===== src/hw/rtl/fpsr_pkg.sv =====
`default_nettype none
package fpsr_pkg;
	localparam int MAX_LOG2_SIZE_DEF = 10;
	localparam int SAMPLE_BITS_DEF   = 16;
	localparam int IDX_BITS          = 11;
	localparam int SHIFT_BITS        = 16;
	localparam int LOG2_BITS         = 4;
	localparam int PHASE_BITS        = 16;
	localparam int CORDIC_STAGES     = 16;
	localparam int CW                = 34;
	localparam logic signed [CW-1:0] CORDIC_K30 = 34'sd652032874;

	localparam logic [1:0] REG_SHIFT_COL = 2'd0;
	localparam logic [1:0] REG_SHIFT_ROW = 2'd1;
	localparam logic [1:0] REG_LOG2_COLS = 2'd2;
	localparam logic [1:0] REG_LOG2_ROWS = 2'd3;

	function automatic logic signed [CW-1:0] atan_turn(input int i);
		case (i)
			0: atan_turn = 34'sd536870912;
			1: atan_turn = 34'sd316933406;
			2: atan_turn = 34'sd167458907;
			3: atan_turn = 34'sd85004756;
			4: atan_turn = 34'sd42667331;
			5: atan_turn = 34'sd21354465;
			6: atan_turn = 34'sd10679838;
			7: atan_turn = 34'sd5340245;
			8: atan_turn = 34'sd2670163;
			9: atan_turn = 34'sd1335087;
			10: atan_turn = 34'sd667544;
			11: atan_turn = 34'sd333772;
			12: atan_turn = 34'sd166886;
			13: atan_turn = 34'sd83443;
			14: atan_turn = 34'sd41722;
			default: atan_turn = 34'sd20861;
		endcase
	endfunction

	typedef struct packed {
		logic [PHASE_BITS-1:0] phase;
		logic                  last;
	} fpsr_tag_t;
endpackage
`default_nettype wire


===== src/hw/rtl/fpsr_front.sv =====
`default_nettype none
module fpsr_front import fpsr_pkg::*; #(
	parameter int MAX_LOG2_SIZE = MAX_LOG2_SIZE_DEF
) (
	input  wire logic                         clk,
	input  wire logic                         arst_n,
	input  wire logic                         in_valid,
	output logic                              in_ready,
	input  wire logic signed [IDX_BITS-1:0]   col_index,
	input  wire logic signed [IDX_BITS-1:0]   row_index,
	input  wire logic signed [SHIFT_BITS-1:0] shift_col,
	input  wire logic signed [SHIFT_BITS-1:0] shift_row,
	input  wire logic [LOG2_BITS-1:0]         log2_cols,
	input  wire logic [LOG2_BITS-1:0]         log2_rows,
	input  wire logic                         last_in,
	output logic                              tag_valid,
	input  wire logic                         tag_ready,
	output fpsr_tag_t                         tag
);
	localparam int FRAC = 8 + MAX_LOG2_SIZE;
	localparam int PW   = IDX_BITS + SHIFT_BITS + MAX_LOG2_SIZE + 1;
	localparam int D    = FRAC - PHASE_BITS;

	logic signed [IDX_BITS+SHIFT_BITS-1:0] pc_s1, pr_s1;
	logic [LOG2_BITS-1:0] sc_s1, sr_s1;
	logic last_s1, v_s1;
	logic [PW-1:0] sum;
	logic [PW-1:0] tc, tr;
	logic [PHASE_BITS-1:0] ph;
	logic adv;

	assign adv = !tag_valid || tag_ready;
	assign in_ready = adv;

	function automatic logic [LOG2_BITS-1:0] sh_amt(input logic [LOG2_BITS-1:0] l);
		sh_amt = (l > LOG2_BITS'(MAX_LOG2_SIZE)) ? '0 : LOG2_BITS'(MAX_LOG2_SIZE) - l;
	endfunction

	always_ff @(posedge clk or negedge arst_n) begin
		if (!arst_n) begin
			v_s1 <= 1'b0;
		end else if (adv) begin
			v_s1 <= in_valid;
		end
	end

	always_ff @(posedge clk) begin
		if (adv && in_valid) begin
			pc_s1   <= col_index * shift_col;
			pr_s1   <= row_index * shift_row;
			sc_s1   <= sh_amt(log2_cols);
			sr_s1   <= sh_amt(log2_rows);
			last_s1 <= last_in;
		end
	end

	always_comb begin
		tc  = PW'(pc_s1) << sc_s1;
		tr  = PW'(pr_s1) << sr_s1;
		sum = tc + tr;
		if (D > 0) begin
			ph = PHASE_BITS'((sum + (PW'(1) << (D > 0 ? D - 1 : 0))) >> (D > 0 ? D : 0));
		end else begin
			ph = PHASE_BITS'(sum << (D > 0 ? 0 : -D));
		end
	end

	always_ff @(posedge clk or negedge arst_n) begin
		if (!arst_n) begin
			tag_valid <= 1'b0;
		end else if (adv) begin
			tag_valid <= v_s1;
		end
	end

	always_ff @(posedge clk) begin
		if (adv) begin
			tag.phase <= ph;
			tag.last  <= last_s1;
		end
	end
endmodule
`default_nettype wire


===== config.mk =====
export PLATFORM = sky130hd
export DESIGN_NAME = fpsr_front
export DESIGN_NICKNAME = d
export VERILOG_FILES = /design/src/hw/rtl/fpsr_pkg.sv /design/src/hw/rtl/fpsr_front.sv
export SDC_FILE = /design/constraint.sdc
export NUM_CORES = 1
export LEC_CHECK = 0
export ABC_CLOCK_PERIOD_IN_PS = 3910
export BUFFER_PORTS_ARGS = -buffer_cell sky130_fd_sc_hd__buf_2
export CORE_MARGIN = 1.5
export CORE_UTILIZATION = 45
export CTS_CLUSTER_DIAMETER = 50
export DETAILED_ROUTE_END_ITERATION = 16
export HOLD_SLACK_MARGIN = 0.02
export SYNTH_ARGS = -nofsm -noshare
export SYNTH_HDL_FRONTEND = slang
export SYNTH_SLANG_ARGS = --single-unit

===== constraint.sdc =====
create_clock -name clk -period 3.91 [get_ports clk]
set_input_delay 0.782 -clock clk [delete_from_list [all_inputs] [get_ports clk]]
set_output_delay 0.782 -clock clk [all_outputs]
set_load 0.05 [all_outputs]

==> impl_metrics.tcl <==
set metrics [dict create \
    synth.area.top_cells "fa_1, edfxtp_1, ha_1, inv_1, and2_1" \
    end_kind "register" \
    met3_usage_pct 1.519 \
    portBuffers 85 \
    dr.pass1.iters 6 \
    num_rows 61 \
    cts.htree.levels 3 \
    ioPinCount 86 \
    core_area_sq_um 27860 \
    critPathKind "in2reg" \
    dp_slack_ns -1.482 \
    period_needed_ns 4.876 \
    dp.final_hpwl_mm 23.45 \
    root_buffer "clkbuf_16" \
    ys_types 57 \
    synthFlopType "edfxtp_1" \
    routed_wl_mm 27.90 \
    grt_pass1_wl_mm 48.00 \
    pwr-share-seq_pct 11.7 \
    synth-simple-area-share_pct 15.66 \
    cts_tree "yes" \
    fin_util_pct 58.82 \
    synthCells 1379 \
    crit_arrival_ns 4.95 \
    vias 9726 \
    drv_slew 0 \
    diodes 0 \
    max_freq_mhz 205.1 \
    die-area_sq_um 29420 \
    setup_viol 20 \
    synth_top_family_by_area "adder cells" \
    multi_input_area_sq_um 10470 \
    drive_gt1_share_pct 29.86 \
    peakVddDrop_uv 544.0 \
    ys_seq_elements 64 \
    dr.first_iter.drc_count 393 \
    grt-ovfl-total 0 \
    die_x_um 171.5 \
    clk_latency_ns 0.33 \
    track_usage_pct 20.11 \
    synth_top_cell_by_area "fa_1" \
    drtAntennaViolNets 0 \
    synth_compound_area_share_pct 6.735 \
    initial_utilization_pct 45.88 \
    rsz0062_at_grt "yes" \
    clk_pin_slew_ns 0.05 \
    busiest_layer "met2" \
    tightest_slew_ns 1.033 \
    avgSynthCellArea_sq_um 9.269 \
    cts.sinks 64 \
    ys_seq_area_share_pct 14.96 \
    drc 0 \
    switching_share_pct 42.46 \
    synth.mux.area_fraction_pct 5.971 \
    cp_max_fo 9 \
    worstRegToRegCells 15 \
    power.density_nw_per_um2 769.2 \
    synthXorXnorAreaFrac_pct 5.198 \
    async_flop_share_pct 3.125 \
    start_kind "input pin" \
    cellLeakagePower_nw 7.712 \
    syn_area_sq_um 12780 \
    cts.path.max_buffers 2 \
    drv_cap 0 \
    gp_congestion 0.8820 \
    grt_max_degree 46 \
    wire_per_inst_um 14.03 \
    violations "negative setup slack" \
    hold_viol_final 0 \
    required_ns 3.99 \
    comb_power_share_pct 82.8 \
    pwr-share-clk_pct 5.5 \
    areaGrowthSynthToFinish_pct 28.20 \
    num-fill-cells 2415 \
    switchingPower_w 0.005352 \
    die_y_um 171.5 \
    synth_top_area_share_pct 29.60 \
    p_int_w 0.007254 \
    yosys_warnings 0 \
    grt_use_met1_pct 26.74 \
    synthesis.nets 1762 \
    synth-edff-count 62 \
    vias_per_cell 4.890 \
    nets 1989 \
    maxSlewHeadroom_pct 31.16 \
    skew_ns 0.007311 \
    register_area_sq_um 1912 \
    cts_made_buffers 9 \
    synth_fa_ha_area_share_pct 42.03 \
    grt_antenna_before_repair 0 \
    setup_ws_ns -0.9660 \
    grt_pass1_vias 10310 \
    finalCritPeriodShare_pct 124.7 \
    status "complete, but fails checks" \
    hp-class "in2async" \
    hold_buffers 0 \
    grtUsageMet2_pct 36.65 \
]
==> cells in the final DEF, fill, tap and decap left out, types with 34 or more instances in the layout <==
| cell | instances |
|---|---|
| nand2_1 | 133 |
| and2_1 | 105 |
| fa_1 | 171 |
| xnor2_1 | 59 |
| inv_2 | 34 |
| buf_4 | 161 |
| inv_1 | 225 |
| buf_6 | 39 |
| edfxtp_1 | 62 |
| mux2i_1 | 56 |
| nor2_1 | 59 |
| buf_2 | 53 |
| ha_1 | 96 |
==> per-layer routing <==
metal | vias to the layer above | part of all wire [%]
met5 | - | 0
met4 | 0 | 0.54
li1 | 4800 | -
met3 | 13 | 2.5
met2 | 137 | 50
met1 | 4776 | 47
==> path summary, 6_finish.rpt <==
path                                   start   endpoint  slack, ns
worst max-delay path            col_index[2]  pc_s1[17]      -0.97
worst min-delay path                  arst_n  tag_valid       0.23
worst max register to register      sr_s1[0]    tag[15]       0.24
worst min register to register       last_s1     tag[0]       0.42
max in group asynchronous             arst_n       v_s1       3.59
min in group clk                     last_s1     tag[0]       0.42
==> synthesized netlist by cell type, drive strengths merged, types with 2 or more instances <==
cell type	n
nand4	2
nand3	6
fa	189
nand2b	14
buf	10
a21oi	42
mux4	6
a211oi	16
a21o	6
xor2	12
ha	127
o22ai	5
nor2	60
a21boi	2
nor3	10
edfxtp	62
or3	4
o21bai	4
o31ai	3
o211ai	2
o311ai	2
mux2i	56
dfrtp	2
inv	259
o32ai	2
or2	2
o21ai	21
nor2b	12
and2	126
nor3b	3
a31oi	5
and3	3
clkbuf	48
xnor2	63
mux2	6
nand2	162
nand3b	2
o21a	12
o41ai	2
==> state kept, by name, summed over array words and instances (netlist names) <==
register	count
sr_s1	4
tag	17
pr_s1	18
tag_valid	1
pc_s1	18
v_s1	1
sc_s1	4
last_s1	1
==> power groups by stage <==
stage	clock [W]	combinational, W	sequential [W]
floorplan	0	0.00616	0.00174
global placement	0	0.00889	0.00149
detailed placement	0	0.00904	0.00150
CTS	0.000708	0.00985	0.00149
global route	0.000735	0.0118	0.00152
finish	0.000690	0.0104	0.00148
==> metrics by stage <==
stage	power [W]	hold slack [ns]	area, sq um	TNS [ns]	cells
3_3_place_gp	0.01038	0.4075	15070	-23.43	1950
6_report	0.01261	0.2283	16390	-11.82	1989
5_1_grt	0.01402	0.2192	16390	-14.67	1989
2_1_floorplan	0.007900	0.4003	13460	-14.49	1379
4_1_cts	0.01204	0.2202	15970	-12.04	1976
3_5_place_dp	0.01054	0.4083	15070	-24.64	1950
==> cell type report <==
type,count,share of cell area (%)
flip-flops and latches,64,11.67
clock inverters,5,0.1451
well taps,378,2.886
clock buffers,11,1.420
multi-input cells,998,63.86
repair buffers,274,14.09
inverters,259,5.933
==> critical path, cell delays in order <==
cell	delay (ns)
buf_12	0.10
nand2_2	0.05
fa_1	0.50
fa_2	0.39
fa_1	0.53
inv_2	0.05
fa_1	0.47
inv_1	0.05
fa_1	0.49
inv_2	0.05
ha_4	0.21
o21a_1	0.17
o21a_1	0.20
and3_4	0.19
a2111oi_4	0.36
nor3b_1	0.12
nor3_2	0.14
xnor2_1	0.09
==> repair_timing <==
item	in CTS	in global routing
endpoints found under the setup margin	25	28
pin swaps	82	85
gates resized for setup	145	98
setup buffers	17	17
==> logic make-up after synthesis <==
group,after synthesis
AND/OR/NAND/NOR,410
buffers and inverters,317
adder cells (fa/ha/maj),316
AO/OA/AOI/OAI,129
XOR/XNOR,75
multiplexers,68
flip-flops,64
Note: power is estimated with default switching activity, not from simulation.
